[src/hw/rtl/pll_pkg.sv]
package pll_pkg;

  localparam int REQ_W    = 2;
  localparam int POS_W    = 7;
  localparam int VALUE_W  = 32;
  localparam int STATUS_W = 2;
  localparam int FOUND_W  = 6;
  localparam int LEN_W    = 7;

  typedef enum logic [REQ_W-1:0] {
    REQ_INSERT = 2'd0,
    REQ_REMOVE = 2'd1,
    REQ_SEARCH = 2'd2,
    REQ_CLEAR  = 2'd3
  } req_t;

  typedef enum logic [STATUS_W-1:0] {
    ST_OK        = 2'd0,
    ST_BAD_POS   = 2'd1,
    ST_EXHAUSTED = 2'd2,
    ST_NOT_FOUND = 2'd3
  } status_t;

  typedef enum logic {
    CTRL_IDLE = 1'b0,
    CTRL_SCAN = 1'b1
  } ctrl_state_t;

  // command broadcast to every cell of the chain
  typedef enum logic [2:0] {
    OP_HOLD  = 3'd0,
    OP_INS   = 3'd1,
    OP_REM   = 3'd2,
    OP_CMP   = 3'd3,
    OP_SHIFT = 3'd4
  } cell_op_t;

endpackage

[src/hw/rtl/pll_cell.sv]
module pll_cell #(
  parameter int POOL_DEPTH = 64,
  parameter int DATA_WIDTH = 32,
  parameter int CELL_IDX   = 0,
  parameter int CNT_W      = $clog2(POOL_DEPTH + 1)
) (
  input  logic                  clk,
  input  logic                  rst_n,
  input  pll_pkg::cell_op_t     op,
  input  logic [CNT_W-1:0]      pos,
  input  logic [DATA_WIDTH-1:0] key,
  input  logic [CNT_W-1:0]      list_len,
  input  logic [DATA_WIDTH-1:0] left_value,
  input  logic [DATA_WIDTH-1:0] right_value,
  input  logic                  right_match,
  output logic [DATA_WIDTH-1:0] value,
  output logic                  match
);

  localparam logic [CNT_W-1:0] MY_IDX = CNT_W'(CELL_IDX);

  logic [DATA_WIDTH-1:0] value_r, value_nxt;
  logic                  match_r, match_nxt;

  always_comb begin
    value_nxt = value_r;
    match_nxt = match_r;
    case (op)
      pll_pkg::OP_INS: begin
        if (MY_IDX > pos) begin
          value_nxt = left_value;
        end else if (MY_IDX == pos) begin
          value_nxt = key;
        end
      end
      pll_pkg::OP_REM: begin
        if (MY_IDX >= pos) begin
          value_nxt = right_value;
        end
      end
      // only cells inside the list may flag a hit
      pll_pkg::OP_CMP:   match_nxt = (value_r == key) && (MY_IDX < list_len);
      pll_pkg::OP_SHIFT: match_nxt = right_match;
      default: ;
    endcase
  end

  always_ff @(posedge clk) begin
    value_r <= value_nxt;
  end

  always_ff @(posedge clk) begin
    if (!rst_n) begin
      match_r <= 1'b0;
    end else begin
      match_r <= match_nxt;
    end
  end

  assign value = value_r;
  assign match = match_r;

endmodule

[config.mk]
export PLATFORM = sky130hd
export DESIGN_NAME = pll_cell
export DESIGN_NICKNAME = d
export VERILOG_FILES = /design/src/hw/rtl/pll_pkg.sv /design/src/hw/rtl/pll_cell.sv
export SDC_FILE = /design/constraint.sdc
export NUM_CORES = 1
export LEC_CHECK = 0
export ABC_AREA = 1
export ABC_CLOCK_PERIOD_IN_PS = 3900
export BUFFER_PORTS_ARGS = -buffer_cell sky130_fd_sc_hd__buf_2
export CELL_PAD_IN_SITES_DETAIL_PLACEMENT = 1
export CELL_PAD_IN_SITES_GLOBAL_PLACEMENT = 1
export CORE_AREA = 2 2 82 84
export CTS_BUF_LIST = sky130_fd_sc_hd__clkbuf_8
export DETAILED_ROUTE_END_ITERATION = 8
export DIE_AREA = 0 0 84 86
export PLACE_DENSITY_LB_ADDON = 0.05
export SYNTH_ARGS = -nofsm -noshare
export SYNTH_HDL_FRONTEND = slang
export SYNTH_SLANG_ARGS = --single-unit
export TNS_END_PERCENT = 5
[constraint.sdc]
create_clock -name clk -period 3.9 [get_ports clk]
set_input_delay 0.585 -clock clk [delete_from_list [all_inputs] [get_ports clk]]
set_output_delay 0.585 -clock clk [all_outputs]
set_load 0.1 [all_outputs]
==> impl_metrics.tcl, run 1 <==
set metrics [dict create \
    yosys-top-cells-area "edfxtp_1, mux2_4, xnor2_1, nand2_1, mux2_2" \
    power.density_nw_per_um2 283 \
    synth_top_area_share_pct 48.2 \
    start_kind "input pin" \
    finalHoldViolCount 0 \
    initial_utilization_pct 31.8 \
    grt_max_degree 33 \
    drive_gt1_share_pct 52.2 \
    r2r_start "value[23]$_DFFE_PP_" \
    min_to "match$_SDFFE_PN0P_" \
    synth.distinct_cells 19 \
    post_dp_cell_area_um2 2630 \
    antenna_found_initial 0 \
    avgSynthCellArea_um2 11.5 \
    ant_nets 0 \
    postLayoutCellArea_um2 2710 \
    yosys.area.top_type "edfxtp_1" \
    grt_pass1_wl_mm 7.69 \
    post_cts_buffers 0 \
    clkTransAtPathRegs_ns 0.07 \
    grt-ovfl-total 0 \
    reg2reg_to "match$_SDFFE_PN0P_" \
    syn_area_um2 1990 \
    worstSkewPairLatency_ns 0.28 \
    coreArea_um2 6280 \
    synth_nets 290 \
    min_from "rst_n" \
    synth_warnings 0 \
    whs_ns 0.545 \
    cp_max_fo 20 \
    die-area_um2 7220 \
    fp.dieW_um 84 \
    placementRows 29 \
    cts_buffers 5 \
    cts_max_path_buffers 2 \
    fin_skew_ns 0.00614 \
    power_mw 0.769 \
    fp.dieH_um 86 \
    finalCriticalPeriod_ns 2.07 \
    fin_setup_tns_ns 0 \
    htree_levels 2 \
    slew_headroom_pct 48.6 \
    cts_sinks 33 \
    n_antenna_cell 0 \
    ys_seq_elements 33 \
    fin_nets 410 \
    dpl.cell_count 364 \
    cts_tree "built" \
    tightest_slew_ns 0.770 \
    worstHoldPathCells 3 \
    status "complete, no violations" \
    drc 0 \
    grt_usage_pct 13.6 \
    grt_pass1_vias 1677 \
    endpoint_kind "flop" \
    vdd_drop_max_mv 0.164 \
    cp_data_required_time_ns 3.93 \
    r2r_cells 9 \
    vias 1649 \
    fmax_mhz 483 \
    maxCapViolations 0 \
    portBuffers 116 \
    arrival_ns 2.10 \
    ctsResizeCount 0 \
    clock-root-buffer "clkbuf_8" \
    post-route-util_pct 43.2 \
    finalNonFillerCells 372 \
    r2r_setup_slack_ns 2.62 \
    final-setup-viol-count 0 \
    syn_to_final_growth_pct 35.9 \
    syn_inst 174 \
    firstDrtPassIters 4 \
    wl_mm 4.85 \
    setup_slack_ns 1.83 \
    period_share_pct 53.1 \
    leakage_nw 1.28 \
    wire_per_inst_um 13.0 \
    first_iter_violations 28 \
    cts_hold_buffers 0 \
    dp_slack_ns 1.50 \
    slew_viol_final 0 \
    min-delay-path-class "input pin to flop" \
    dp_hpwl_mm 3.84 \
    path_class "input pin to flop" \
    io_pins 149 \
    avgViaCountPerCell 4.43 \
    seq_area_frac_synth_pct 49.2 \
    gp_congestion 0.677 \
    rsz0062_at_grt "no" \
]
## synthesized netlist by cell type
cell and count:
buf_6 1, a21oi_1 6, nor2_1 21, mux2_4 20, nand4_1 3, dfxtp_1 1, and3_1 1, xor2_1 1
buf_1 1, buf_12 2, nand3_1 1, mux2_2 7, o21ai_0 2, xnor2_1 26, or3b_1 1, nand2_1 33
edfxtp_1 32, nor4_1 2, inv_1 13
## where the power goes
| group | leakage, nW | total, mW | switching, mW | internal [mW] |
|---|---|---|---|---|
| Combinational | 0.935 | 0.125 | 0.0529 | 0.0724 |
| Clock | 0.0439 | 0.251 | 0.128 | 0.123 |
| Sequential | 0.296 | 0.392 | 0.000763 | 0.392 |
| Total | 1.28 | 0.769 | 0.181 | 0.587 |
## cells by family (layout without fill, tap and decap cells)
logic type	after synthesis	count (layout)	share of synthesized area, %
simple gates	62	62	12.7
flops	33	33	49.2
xor+xnor	27	27	11.9
mux	27	27	19.0
buf+inv	17	138	5.21
compound gates	8	8	2.01
## flip-flops by register name, indices dropped and copies added (netlist names)
| register | flops |
|---|---|
| value | 32 |
| match | 1 |
## worst max-delay path: stages
cell and delay, ns:
buf_2 0.11, or3b_2 0.73, buf_4 0.34, mux2_4 0.32
## cell type report
class / instances / area [um2]
fillers: 769 / 3570
flip-flops and latches: 33 / 981
multi-input cells: 124 / 911
repair buffers: 117 / 588
well taps: 77 / 96.3
clock buffers: 5 / 68.8
inverters: 13 / 48.8
clock inverters: 3 / 17.5
## placed cells by master (no fill, tap or decap)
cell / instances
dfxtp_1: 1
xnor2_1: 26
and3_2: 1
xor2_1: 1
nor4_1: 2
nand2_1: 33
buf_4: 1
nor2_1: 21
clkinv_2: 2
mux2_2: 7
mux2_4: 20
nand4_1: 3
or3b_2: 1
a21oi_1: 6
clkinvlp_4: 1
buf_2: 116
edfxtp_1: 32
clkbuf_8: 5
nand3_1: 1
o21ai_0: 2
inv_1: 13
## per-layer routing
layer | share of wire, % | track usage (%)
met5 | 0 | 0
met4 | 1.1 | 4.84
met3 | 8.4 | 4.62
met2 | 48 | 22.3
met1 | 42 | 16.8
## worst max path at each step
stage / end / from / depth (start not counted)
2_1_floorplan: value[0]$_DFFE_PP_ / pos[5] / 2
5_1_grt: value[25]$_DFFE_PP_ / op[0] / 4
3_5_place_dp: value[10]$_DFFE_PP_ / op[0] / 4
6_report: value[24]$_DFFE_PP_ / op[0] / 4
4_1_cts: value[24]$_DFFE_PP_ / op[2] / 4
3_3_place_gp: value[13]$_DFFE_PP_ / op[2] / 4
Power figures use the tool's default switching activity.
==> inputs of run 2 (changes only) <==
- ABC_AREA: 1 -> 0
- ABC_CLOCK_PERIOD_IN_PS: 3900 -> 1700
- CORE_AREA: 2 2 82 84 -> 2 2 87 89
- DIE_AREA: 0 0 84 86 -> 0 0 89 91
- clock period: 3.9 -> 1.7 ns (I/O delays scaled with it)
==> run 2 against run 1 <==
Effect of this change:
- synthesized area decreased by 8.2%
- utilization decreased by 6.4 points
- die area increased by 12%
- final cell count down 6.7%
- clock skew barely moved
- power grew 120%
- first-iteration DRC count up 29%
- sequential share of layout area is 1.2 points higher
- register-to-register slack got worse by 2.5 ns
- non-clock buffer count up 2
- sequential power is 130% higher
- critical endpoint is now match$_SDFFE_PN0P_
==> impl_metrics.tcl, run 2 <==
set metrics [dict create \
    synth_top_area_share_pct 52.5 \
    wl_mm 4.91 \
    fp.dieH_um 91 \
    fmax_mhz 646 \
    period_share_pct 91.1 \
    cts_sinks 33 \
    clkTransAtPathRegs_ns 0.07 \
    power_mw 1.70 \
    critPathMaxStageDelay_ns 0.41 \
    synth_nets 241 \
    cp_max_fo 2 \
    avgSynthCellArea_um2 14.6 \
    cts_tree "built" \
    critical_path.endpoint "match$_SDFFE_PN0P_" \
    initial_utilization_pct 25.6 \
    cts_max_path_buffers 2 \
    synth_ff_type "edfxtp_1" \
    vdd_drop_max_mv 0.221 \
    synth_edf_count 32 \
    io_pins 149 \
    portBuffers 116 \
    min-delay-path-class "input pin to flop" \
    power.density_nw_per_um2 645 \
    grt_pass1_wl_mm 7.53 \
    synth_warnings 0 \
    dpl.cell_count 340 \
    syn_inst 125 \
    wire_per_inst_um 14.1 \
    cp_cell_sequence "xor2_1 -> nor4_2 -> nand4_1 -> nor4_1 -> a22o_1" \
    synthArstFlopShare_pct 0 \
    endpoint_kind "flop" \
    final-setup-viol-count 0 \
    finalNonFillerCells 347 \
    finalCriticalPeriod_ns 1.55 \
    grt_pass1_vias 1567 \
    ys_top_cells_by_count "edfxtp_1, mux2_2, xor2_1" \
    ant_nets 0 \
    grt_usage_pct 12.1 \
    die-area_um2 8100 \
    status "complete, no violations" \
    finalHoldViolCount 0 \
    worstSkewPairLatency_ns 0.28 \
    leakage_nw 1.07 \
    multi_input_area_um2 826 \
    seq_area_frac_synth_pct 53.6 \
    tightest_slew_ns 0.503 \
    syn_area_um2 1830 \
    synth_most_common_cell "edfxtp_1" \
    r2r_start "value[27]$_DFFE_PP_" \
    cts_buffers 5 \
    maxCapViolations 0 \
    coreArea_um2 7140 \
    mostFrequentLayoutCells "buf_2, edfxtp_1, mux2_2" \
    fin_nets 364 \
    cts_hold_buffers 0 \
    dp_hpwl_mm 3.88 \
    syn_to_final_growth_pct 43.5 \
    grt-ovfl-total 0 \
    crit_start "value[27]$_DFFE_PP_" \
    area.sequential_um2 981 \
    avgViaCountPerCell 4.32 \
    cp_num_buf_inv 0 \
    drive_gt1_share_pct 63.7 \
    ys_seq_elements 33 \
    firstDrtPassIters 4 \
    placementRows 31 \
    antenna_found_initial 0 \
    start_kind "flop" \
    slew_headroom_pct 66.7 \
    gp_congestion 0.687 \
    yosys.area.top_type "edfxtp_1" \
    n_antenna_cell 0 \
    vias 1498 \
    slew_viol_final 0 \
    synth.distinct_cells 21 \
    crit_family "simple AND/OR/NAND/NOR gates" \
    rsz0062_at_grt "no" \
    reg2reg_to "match$_SDFFE_PN0P_" \
    yosys-top-cells-area "edfxtp_1, mux2_2, xor2_1, xnor2_1, nor4_1" \
    htree_levels 2 \
    fp.dieW_um 89 \
    arrival_ns 1.76 \
    first_iter_violations 36 \
    grt_max_degree 33 \
    largest_reg_flops 32 \
    cp_data_required_time_ns 1.92 \
    cpMaxStageDelayCell "edfxtp_1" \
    final_common_cell "buf_2" \
    r2r_cells 5 \
    fin_setup_tns_ns 0 \
    fin_skew_ns 0.00606 \
    clock-root-buffer "clkbuf_8" \
    path_class "flop to flop" \
    r2r_setup_slack_ns 0.15 \
    worstSetupPathDepth 5 \
    fillers 852 \
    drc 0 \
]
run 2: power by group:
part	total, mW	switching (mW)	internal [mW]	leakage (nW)
clock network	0.536	0.267	0.270	0.0428
logic	0.258	0.111	0.148	0.734
registers	0.900	0.00160	0.898	0.296
total	1.70	0.379	1.32	1.07
run 2: kinds of logic (layout without fill, tap and decap cells):
kind of cell	count (synthesis)	in the layout	synth area share (%)
buffers and inverters	4	127	2.05
and+or+nand+nor	18	18	6.97
xor gates and xnor gates	33	33	15.8
AOI/OAI and AO/OA	5	5	1.91
muxes	32	32	19.7
DFF	33	33	53.6
run 2: per-layer routing:
| metal | vias to the layer above | GRT usage, % | part of all wire [%] | wire length [um] |
|---|---|---|---|---|
| met3 | 2 | 3.91 | 9.0 | 441 |
| met5 | - | 0 | 0 | 0 |
| met1 | 698 | 15.0 | 40 | 1980 |
| met4 | 0 | 3.36 | 0.59 | 29 |
| li1 | 723 | - | - | - |
| met2 | 75 | 20.1 | 50 | 2460 |
run 2: worst min path at each step:
stage	startpoint	end	slack, ns	cells past startpoint
after floorplan	rst_n	match$_SDFFE_PN0P_	0.39	1
final	rst_n	match$_SDFFE_PN0P_	0.23	2
after global routing	rst_n	match$_SDFFE_PN0P_	0.23	2
after global placement	rst_n	match$_SDFFE_PN0P_	0.50	2
after CTS	rst_n	match$_SDFFE_PN0P_	0.22	2
after detailed placement	rst_n	match$_SDFFE_PN0P_	0.51	2
run 2: cell type report:
cell class / instances / area share, %
Clock buffer: 5 / 2.62
Clock inverter: 2 / 0.286
Inverter: 1 / 0.143
Multi-Input combinational cell: 88 / 31.4
Sequential cell: 33 / 37.4
Tap cell: 99 / 4.72
Timing Repair Buffer: 119 / 23.4
run 2: repair_timing:
action	CTS	global route
resized for setup	0	2
hold endpoints to repair	0	0
endpoints found under the setup margin	0	1
buffers inserted	0	0
run 2: through the flow:
step                      utilization (%)  setup slack, ns  instance area (um2)  hold slack [ns]
final                                36.8            0.151                 2630            0.231
after global routing                 36.8           0.0133                 2630            0.228
after CTS                            36.6           0.0362                 2610            0.216
after detailed placement             35.6           0.0510                 2540            0.505
after global placement               35.6            0.111                 2540            0.502
after floorplan                         -           -0.126                 1830            0.388
