==> src/hw/rtl/pll_pkg.sv <==
package pll_pkg;

  localparam int REQ_W    = 2;
  localparam int POS_W    = 7;
  localparam int VALUE_W  = 32;
  localparam int STATUS_W = 2;
  localparam int FOUND_W  = 6;
  localparam int LEN_W    = 7;

  typedef enum logic [REQ_W-1:0] {
    REQ_INSERT = 2'd0,
    REQ_REMOVE = 2'd1,
    REQ_SEARCH = 2'd2,
    REQ_CLEAR  = 2'd3
  } req_t;

  typedef enum logic [STATUS_W-1:0] {
    ST_OK        = 2'd0,
    ST_BAD_POS   = 2'd1,
    ST_EXHAUSTED = 2'd2,
    ST_NOT_FOUND = 2'd3
  } status_t;

  typedef enum logic {
    CTRL_IDLE = 1'b0,
    CTRL_SCAN = 1'b1
  } ctrl_state_t;

  // command broadcast to every cell of the chain
  typedef enum logic [2:0] {
    OP_HOLD  = 3'd0,
    OP_INS   = 3'd1,
    OP_REM   = 3'd2,
    OP_CMP   = 3'd3,
    OP_SHIFT = 3'd4
  } cell_op_t;

endpackage

==> src/hw/rtl/pll_ctrl.sv <==
module pll_ctrl #(
  parameter int POOL_DEPTH = 64,
  parameter int DATA_WIDTH = 32,
  parameter int CNT_W      = $clog2(POOL_DEPTH + 1)
) (
  input  logic                          clk,
  input  logic                          rst_n,
  input  logic                          in_valid,
  output logic                          in_ready,
  input  logic [pll_pkg::REQ_W-1:0]     in_req_type,
  input  logic [pll_pkg::POS_W-1:0]     in_list_position,
  input  logic [pll_pkg::VALUE_W-1:0]   in_element_value,
  output logic                          out_valid,
  input  logic                          out_ready,
  output logic [pll_pkg::STATUS_W-1:0]  out_status,
  output logic [pll_pkg::FOUND_W-1:0]   out_found_position,
  output logic [pll_pkg::LEN_W-1:0]     out_current_length,
  output pll_pkg::cell_op_t             cell_op,
  output logic [CNT_W-1:0]              cell_pos,
  output logic [DATA_WIDTH-1:0]         cell_key,
  output logic [CNT_W-1:0]              list_len,
  input  logic                          head_match
);

  localparam int CMP_W = (CNT_W > pll_pkg::POS_W) ? CNT_W : pll_pkg::POS_W;
  localparam int KEY_W = (DATA_WIDTH < pll_pkg::VALUE_W) ? DATA_WIDTH : pll_pkg::VALUE_W;
  localparam logic [CNT_W-1:0] FULL = CNT_W'(POOL_DEPTH);

  pll_pkg::ctrl_state_t state_r, state_nxt;
  logic [CNT_W-1:0]     count_r, count_nxt;
  logic [CNT_W-1:0]     scan_r, scan_nxt;
  logic                 out_valid_r, out_valid_nxt;
  pll_pkg::status_t     out_status_r, out_status_nxt;
  logic [CNT_W-1:0]     out_found_r, out_found_nxt;
  logic [CNT_W-1:0]     out_len_r, out_len_nxt;

  logic out_free;
  logic accept;
  logic [CMP_W-1:0] pos_ext;
  logic [CMP_W-1:0] count_ext;

  assign out_free  = !out_valid_r || out_ready;
  assign in_ready  = (state_r == pll_pkg::CTRL_IDLE) && out_free;
  assign accept    = in_valid && in_ready;
  assign pos_ext   = CMP_W'(in_list_position);
  assign count_ext = CMP_W'(count_r);

  always_comb begin
    cell_key = '0;
    cell_key[KEY_W-1:0] = in_element_value[KEY_W-1:0];
  end

  assign cell_pos = CNT_W'(in_list_position);
  assign list_len = count_r;

  always_comb begin
    state_nxt      = state_r;
    count_nxt      = count_r;
    scan_nxt       = scan_r;
    cell_op        = pll_pkg::OP_HOLD;
    out_valid_nxt  = out_valid_r && !out_ready;
    out_status_nxt = out_status_r;
    out_found_nxt  = out_found_r;
    out_len_nxt    = out_len_r;
    case (state_r)
      pll_pkg::CTRL_IDLE: begin
        if (accept) begin
          case (pll_pkg::req_t'(in_req_type))
            pll_pkg::REQ_INSERT: begin
              out_valid_nxt = 1'b1;
              out_found_nxt = '0;
              out_len_nxt   = count_r;
              if (pos_ext > count_ext) begin
                out_status_nxt = pll_pkg::ST_BAD_POS;
              end else if (count_r == FULL) begin
                out_status_nxt = pll_pkg::ST_EXHAUSTED;
              end else begin
                cell_op        = pll_pkg::OP_INS;
                count_nxt      = count_r + 1'b1;
                out_status_nxt = pll_pkg::ST_OK;
                out_len_nxt    = count_r + 1'b1;
              end
            end
            pll_pkg::REQ_REMOVE: begin
              out_valid_nxt = 1'b1;
              out_found_nxt = '0;
              out_len_nxt   = count_r;
              if (pos_ext >= count_ext) begin
                out_status_nxt = pll_pkg::ST_BAD_POS;
              end else begin
                cell_op        = pll_pkg::OP_REM;
                count_nxt      = count_r - 1'b1;
                out_status_nxt = pll_pkg::ST_OK;
                out_len_nxt    = count_r - 1'b1;
              end
            end
            pll_pkg::REQ_SEARCH: begin
              cell_op   = pll_pkg::OP_CMP;
              scan_nxt  = '0;
              state_nxt = pll_pkg::CTRL_SCAN;
            end
            default: begin
              count_nxt      = '0;
              out_valid_nxt  = 1'b1;
              out_status_nxt = pll_pkg::ST_OK;
              out_found_nxt  = '0;
              out_len_nxt    = '0;
            end
          endcase
        end
      end
      pll_pkg::CTRL_SCAN: begin
        // hit flags slide toward cell 0, one position per cycle while the output is free
        if (out_free) begin
          if (scan_r == count_r) begin
            out_valid_nxt  = 1'b1;
            out_status_nxt = pll_pkg::ST_NOT_FOUND;
            out_found_nxt  = '0;
            out_len_nxt    = count_r;
            state_nxt      = pll_pkg::CTRL_IDLE;
          end else if (head_match) begin
            out_valid_nxt  = 1'b1;
            out_status_nxt = pll_pkg::ST_OK;
            out_found_nxt  = scan_r;
            out_len_nxt    = count_r;
            state_nxt      = pll_pkg::CTRL_IDLE;
          end else begin
            cell_op  = pll_pkg::OP_SHIFT;
            scan_nxt = scan_r + 1'b1;
          end
        end
      end
      default: state_nxt = pll_pkg::CTRL_IDLE;
    endcase
  end

  always_ff @(posedge clk) begin
    if (!rst_n) begin
      state_r     <= pll_pkg::CTRL_IDLE;
      count_r     <= '0;
      scan_r      <= '0;
      out_valid_r <= 1'b0;
    end else begin
      state_r     <= state_nxt;
      count_r     <= count_nxt;
      scan_r      <= scan_nxt;
      out_valid_r <= out_valid_nxt;
    end
  end

  always_ff @(posedge clk) begin
    out_status_r <= out_status_nxt;
    out_found_r  <= out_found_nxt;
    out_len_r    <= out_len_nxt;
  end

  assign out_valid          = out_valid_r;
  assign out_status         = out_status_r;
  assign out_found_position = pll_pkg::FOUND_W'(out_found_r);
  assign out_current_length = pll_pkg::LEN_W'(out_len_r);

endmodule

==> config.mk <==
export PLATFORM = sky130hd
export DESIGN_NAME = pll_ctrl
export DESIGN_NICKNAME = d
export VERILOG_FILES = /design/src/hw/rtl/pll_pkg.sv /design/src/hw/rtl/pll_ctrl.sv
export SDC_FILE = /design/constraint.sdc
export NUM_CORES = 1
export LEC_CHECK = 0
export BUFFER_PORTS_ARGS = -buffer_cell sky130_fd_sc_hd__buf_2
export CORE_MARGIN = 2
export CORE_UTILIZATION = 42
export CTS_CLUSTER_SIZE = 40
export DETAILED_ROUTE_END_ITERATION = 10
export PLACE_DENSITY_LB_ADDON = 0.2
export SLEW_MARGIN = 25
export SYNTH_ARGS = -nofsm -noshare
export SYNTH_HDL_FRONTEND = slang
export SYNTH_SLANG_ARGS = --single-unit
==> constraint.sdc <==
create_clock -name clk -period 3.1 [get_ports clk]
set_input_delay 0.31 -clock clk [delete_from_list [all_inputs] [get_ports clk]]
set_output_delay 0.31 -clock clk [all_outputs]
set_load 0.03 [all_outputs]
==> results of run 1 <==
report_power, final:
group | switching, mW | internal (mW) | total (mW)
Clock | 0.161 | 0.235 | 0.396
Combinational | 0.185 | 0.0801 | 0.265
Sequential | 0.00825 | 0.454 | 0.462
worst max-delay path by stage:
stage,from,to,slack [ns]
after global placement,list_len[6],out_current_length[2],0.43
after global routing,list_len[6],cell_op[0],0.12
after detailed placement,list_len[6],out_current_length[2],0.31
after CTS,list_len[6],cell_op[0],0.08
after floorplan,list_len[4],cell_op[0],0.25
final,list_len[6],cell_op[0],0.28
logic make-up (layout without fill, tap and decap cells):
kind of cell	count (synthesis)	after routing	share of synthesized area, %
and+or+nand+nor	95	95	19.9
AOI/OAI and AO/OA	76	76	21.2
buffers and inverters	67	77	16.8
DFF	31	31	31.1
xor gates and xnor gates	11	11	3.88
adders and majority gates	10	10	5.05
muxes	5	5	2.07
layout make-up:
type	instances	area (sq um)
Sequential cell	31	771
Timing Repair Buffer	55	295
Fill cell	603	2990
Inverter	14	52.6
Clock buffer	5	68.8
Multi-Input combinational cell	197	1300
Tap cell	72	90.1
Clock inverter	3	38.8
sequential cells by signal (all words and copies together) (netlist names):
register            count
list_len                7
out_current_length      7
scan_r                  7
out_found_r             6
out_status              2
out_valid               1
state_r                 1
synth_stat cells (2+ instances only):
| master | number | area [sq um] |
|---|---|---|
| nand2_1 | 22 | 82.6 |
| a22oi_1 | 2 | 15.0 |
| xnor2_1 | 11 | 96.3 |
| o2111ai_1 | 2 | 17.5 |
| o211ai_1 | 2 | 15.0 |
| a211oi_1 | 3 | 22.5 |
| nor3_1 | 6 | 30.0 |
| a311oi_1 | 2 | 17.5 |
| o311ai_0 | 2 | 17.5 |
| buf_4 | 40 | 300 |
| nand3_1 | 14 | 70.1 |
| a21oi_2 | 2 | 17.5 |
| and4_1 | 2 | 17.5 |
| buf_2 | 5 | 25.0 |
| a21oi_1 | 15 | 75.1 |
| dfxtp_1 | 16 | 320 |
| nand4_1 | 4 | 25.0 |
| and3_1 | 3 | 18.8 |
| nor2b_1 | 3 | 18.8 |
| nand3b_1 | 2 | 15.0 |
| nor2_1 | 22 | 82.6 |
| and2_1 | 6 | 37.5 |
| or3_1 | 4 | 25.0 |
| mux2i_1 | 4 | 40.0 |
| clkbuf_1 | 7 | 26.3 |
| ha_1 | 10 | 125 |
| a31oi_1 | 6 | 37.5 |
| inv_1 | 14 | 52.6 |
| o21ai_0 | 19 | 95.1 |
| edfxtp_1 | 15 | 450 |
| a31o_2 | 2 | 17.5 |
| o211a_1 | 3 | 30.0 |
| a211o_1 | 4 | 35.0 |
through the flow:
step                cell area [sq um]  util [%]  power, mW  worst slack, ns  hold WS (ns)
floorplan                        2480         -      0.744            0.253         0.484
global placement                 2500      44.6      0.734            0.432         0.540
detailed placement               2500      44.6      0.734            0.306         0.556
CTS                              2610      46.5       1.13           0.0792         0.380
global route                     2610      46.6       1.17            0.124         0.402
finish                           2610      46.6       1.12            0.280         0.390
routing by layer:
| layer | up-vias | wire length, microns | track usage [%] |
|---|---|---|---|
| met1 | 984 | 2710 | 26.5 |
| li1 | 1047 | - | - |
| met3 | 35 | 524 | 3.33 |
| met5 | - | 0 | 0 |
| met2 | 122 | 2780 | 31.0 |
| met4 | 0 | 248 | 11.9 |
timing repair:
action | in CTS | in global routing
hold buffers | 0 | 0
gates resized for setup | 0 | 1
setup endpoints to repair | 0 | 1
==> impl_metrics.yaml, run 1 <==
yosys:
  synth_cell_type_count: 54
  synth_nets: 351
  yosys_warnings: 0
  synthesis.instances: 295
  synthArstFlopShare_pct: 0
  yosysSeqAreaShare_pct: 31.1
  syn_area_per_cell_sq_um: 8.41
  synth-seq-cells: 31
  synthesis.area_sq_um: 2480
  synth_edf_count: 15
  synthFlopType: "dfxtp_1"
setup_path:
  worst_path_max_delay_cell: "dfxtp_1"
  path_max_fanout: 11
  crit-reg2reg-launch: "list_len[6]"
  critPathBufInv: 2
  r2r_setup_slack_ns: 0.46
  crit_arrival_ns: 2.51
  path_cells: "inv_1 -> ha_1 -> a21oi_1 -> o21ai_2 -> o21ai_2 -> a21oi_1 -> nor3_1 -> buf_2"
  worst_setup_path_start_kind: "flip-flop"
  cpPeakStageDelay_ns: 0.48
  cp-end-kind: "output pin"
  cp.depth: 8
  critPathRequiredTime_ns: 2.79
  path_class: "flip-flop to output pin"
  reg2reg_to: "out_current_length[6]"
  crit_family: "compound AO/OA/AOI/OAI gates"
  worst_r2r_path_depth: 8
clock_tree:
  tritoncts: "done"
  cts_setup_buffers: 0
  cts-root-buf: "clkbuf_8"
  cts_sinks: 31
  cts.clk_slew.worst_paths_ns: 0.07
  clk_path_buf_depth: 2
  clk_latency_ns: 0.29
  cts_buffers: 5
  cts_htree_levels: 2
hold_path:
  min_path_cells: 2
  min_path_type: "primary input to flip-flop"
  min_to: "list_len[1]"
  hold_start: "in_req_type[0]"
placement:
  io_buffers: 47
  place_inst: 369
  gp_congestion: 0.901
  dp_hpwl_microns: 4710
floorplanning:
  core-area_sq_um: 5610
  die_y_microns: 80.8
  die_w_microns: 80.8
  pin_count: 112
  die_area_sq_um: 6540
  fp-row-count: 27
  start_util_pct: 44.2
sta:
  setup_tns_ns: 0
  grt_setup_unrepaired: "false"
  worst_slew_pin_slew_ns: 0.448
  layout_min_cycle_time_ns: 2.82
  slew_headroom_pct: 70.0
  finalCritPeriodShare_pct: 91.0
  max_freq_mhz: 355
  finalClockSkew_ns: 0.00263
  hold_viol: 0
  setup_viol: 0
  drv_slew: 0
detailed_routing:
  vias: 2188
  drtIter0Drc: 291
  viasPerCell: 5.80
  drc: 0
  drt_first_pass_iters: 5
  drt-total-wl_microns: 6260
  avgRoutedWirePerCell_microns: 16.6
  ant_nets: 0
cells_and_area:
  stdcell_count: 377
  diodes: 0
  mostFrequentLayoutCells: "buf_2 (47), nor2_1 (22), nand2_1 (22)"
  final_common_cell: "buf_2"
  area_growth_pct: 5.40
  nets: 360
  drive_gt1_share_pct: 24.6
global_route:
  antenna_found_initial: 0
  grt_usage_pct: 20.1
  grt_start_max_net_pins: 20
  grt_pass1_wl_microns: 9930
  grt_pass1_vias: 1931
  grt.overflow.total: 0
run:
  drv_cap: 0
power:
  ir_drop_mv: 0.160
  leakagePower_nw: 1.09
  power_density_nw_per_um2: 430
outcome:
  status: "complete, no violations"
No activity file was read; power rests on OpenSTA's default activity.
==> run 2: changes to the inputs <==
CORE_MARGIN = 3   (was 2)
TNS_END_PERCENT = 5   (was not set)
==> impl_metrics.yaml, run 2 (same netlist as run 1, synthesis figures left out) <==
outcome:
  status: "complete, no violations"
cells_and_area:
  diodes: 0
  fin_area_sq_um: 2600
  nets: 360
  drive_gt1_share_pct: 24.6
  final_common_cell: "buf_2"
  postLayoutCoreUtil_pct: 46.3
  mostFrequentLayoutCells: "buf_2 (47), nor2_1 (22), nand2_1 (22)"
  area_growth_pct: 4.74
  ff_latch_area_sq_um: 771
  multi_input_area_sq_um: 1300
  fillers: 596
sta:
  slew_headroom_pct: 68.9
  setup_tns_ns: 0
  drv_slew: 0
  hold_viol: 0
  max_freq_mhz: 353
  fin_ws_ns: 0.269
  layout_min_cycle_time_ns: 2.83
  setup_viol: 0
  worst_slew_pin_slew_ns: 0.460
  grt_setup_unrepaired: "false"
  finalClockSkew_ns: 0.0102
  finalCritPeriodShare_pct: 91.3
global_route:
  grt_pass1_wl_microns: 10400
  grt_start_max_net_pins: 19
  antenna_found_initial: 0
  grt.overflow.total: 0
  grt_usage_pct: 18.7
  grt_pass1_vias: 1953
floorplanning:
  die_y_microns: 82.8
  fp-row-count: 27
  core-area_sq_um: 5610
  die_area_sq_um: 6860
  start_util_pct: 44.2
  pin_count: 112
  die_w_microns: 82.8
clock_tree:
  clk_latency_ns: 0.29
  cts_buffers: 5
  clk_path_buf_depth: 2
  cts.clk_slew.worst_paths_ns: 0.07
  post_cts_resized: 0
  cts_hold_buffers: 0
  cts-root-buf: "clkbuf_8"
  cts_setup_buffers: 0
  tritoncts: "done"
  cts_htree_levels: 2
  cts_sinks: 31
run:
  drv_cap: 0
setup_path:
  worst_setup_path_start_kind: "flip-flop"
  path_class: "flip-flop to output pin"
  r2r_setup_slack_ns: 0.45
  crit_family: "compound AO/OA/AOI/OAI gates"
  cp-endpoint: "cell_op[0]"
  worst_r2r_path_depth: 8
  critPathRequiredTime_ns: 2.79
  cp.depth: 8
  reg2reg_to: "out_current_length[2]"
  path_max_fanout: 11
  cpPeakStageDelay_ns: 0.48
  crit_arrival_ns: 2.52
  critPathBufInv: 2
  cp-end-kind: "output pin"
  path_cells: "inv_1 -> ha_1 -> a21oi_1 -> o21ai_2 -> o21ai_2 -> a21oi_1 -> nor3_1 -> buf_2"
  worst_path_max_delay_cell: "dfxtp_1"
  crit_start: "list_len[6]"
  crit-reg2reg-launch: "list_len[6]"
detailed_routing:
  viasPerCell: 5.64
  drc: 0
  drt_first_pass_iters: 4
  avgRoutedWirePerCell_microns: 16.7
  vias: 2127
  drtIter0Drc: 269
  drt-total-wl_microns: 6310
  ant_nets: 0
hold_path:
  min_path_type: "primary input to flip-flop"
  hold_start: "in_req_type[0]"
power:
  leakagePower_nw: 1.08
  power_density_nw_per_um2: 411
  ir_drop_mv: 0.158
placement:
  io_buffers: 47
  gp_congestion: 0.912
  pre_cts_ws_ns: 0.296
  dp_hpwl_microns: 4800
  post_dp_cell_area_sq_um: 2500
## run 2: cell count changes in the layout (fill, tap and decap cells not counted), sizes merged
cell,delta
clkinv,-1
bufinv,-1
clkbuf,+2
## run 2: per-layer routing
metal	global-route usage, %	wire [microns]	vias to the layer above
li1	-	-	1050
met1	24.9	2800	953
met2	28.3	2790	83
met3	4.56	478	41
met4	8.92	229	0
met5	0	0	-
## run 2: power by group
| part | total, mW | internal [mW] | switching, mW |
|---|---|---|---|
| sequential | 0.462 | 0.454 | 0.00832 |
| combinational | 0.265 | 0.0802 | 0.185 |
| clock | 0.340 | 0.179 | 0.161 |
| total | 1.07 | 0.713 | 0.354 |
## run 2: area by class of cell
| class | instances | share of cell area, % |
|---|---|---|
| Multi-Input combinational cell | 197 | 50.0 |
| Sequential cell | 31 | 29.7 |
| Timing Repair Buffer | 55 | 11.4 |
| Tap cell | 72 | 3.47 |
| Clock buffer | 7 | 3.32 |
| Inverter | 14 | 2.02 |
| Clock inverter | 1 | 0.193 |
## run 2: how the worst min path moves through the flow
| stage | end | depth (start not counted) | slack, ns |
|---|---|---|---|
| global route | list_len[1] | 2 | 0.40 |
| global placement | scan_r[6] | 2 | 0.53 |
| finish | list_len[1] | 2 | 0.39 |
| detailed placement | scan_r[6] | 2 | 0.56 |
| floorplan | scan_r[1] | 2 | 0.48 |
| CTS | list_len[1] | 2 | 0.37 |
## run 2: stage by stage
stage	cells	power, mW	hold WS [ns]
2_1_floorplan	295	0.744	0.484
3_3_place_gp	369	0.733	0.534
3_5_place_dp	369	0.734	0.559
4_1_cts	377	1.07	0.369
5_1_grt	377	1.12	0.401
6_report	377	1.07	0.387
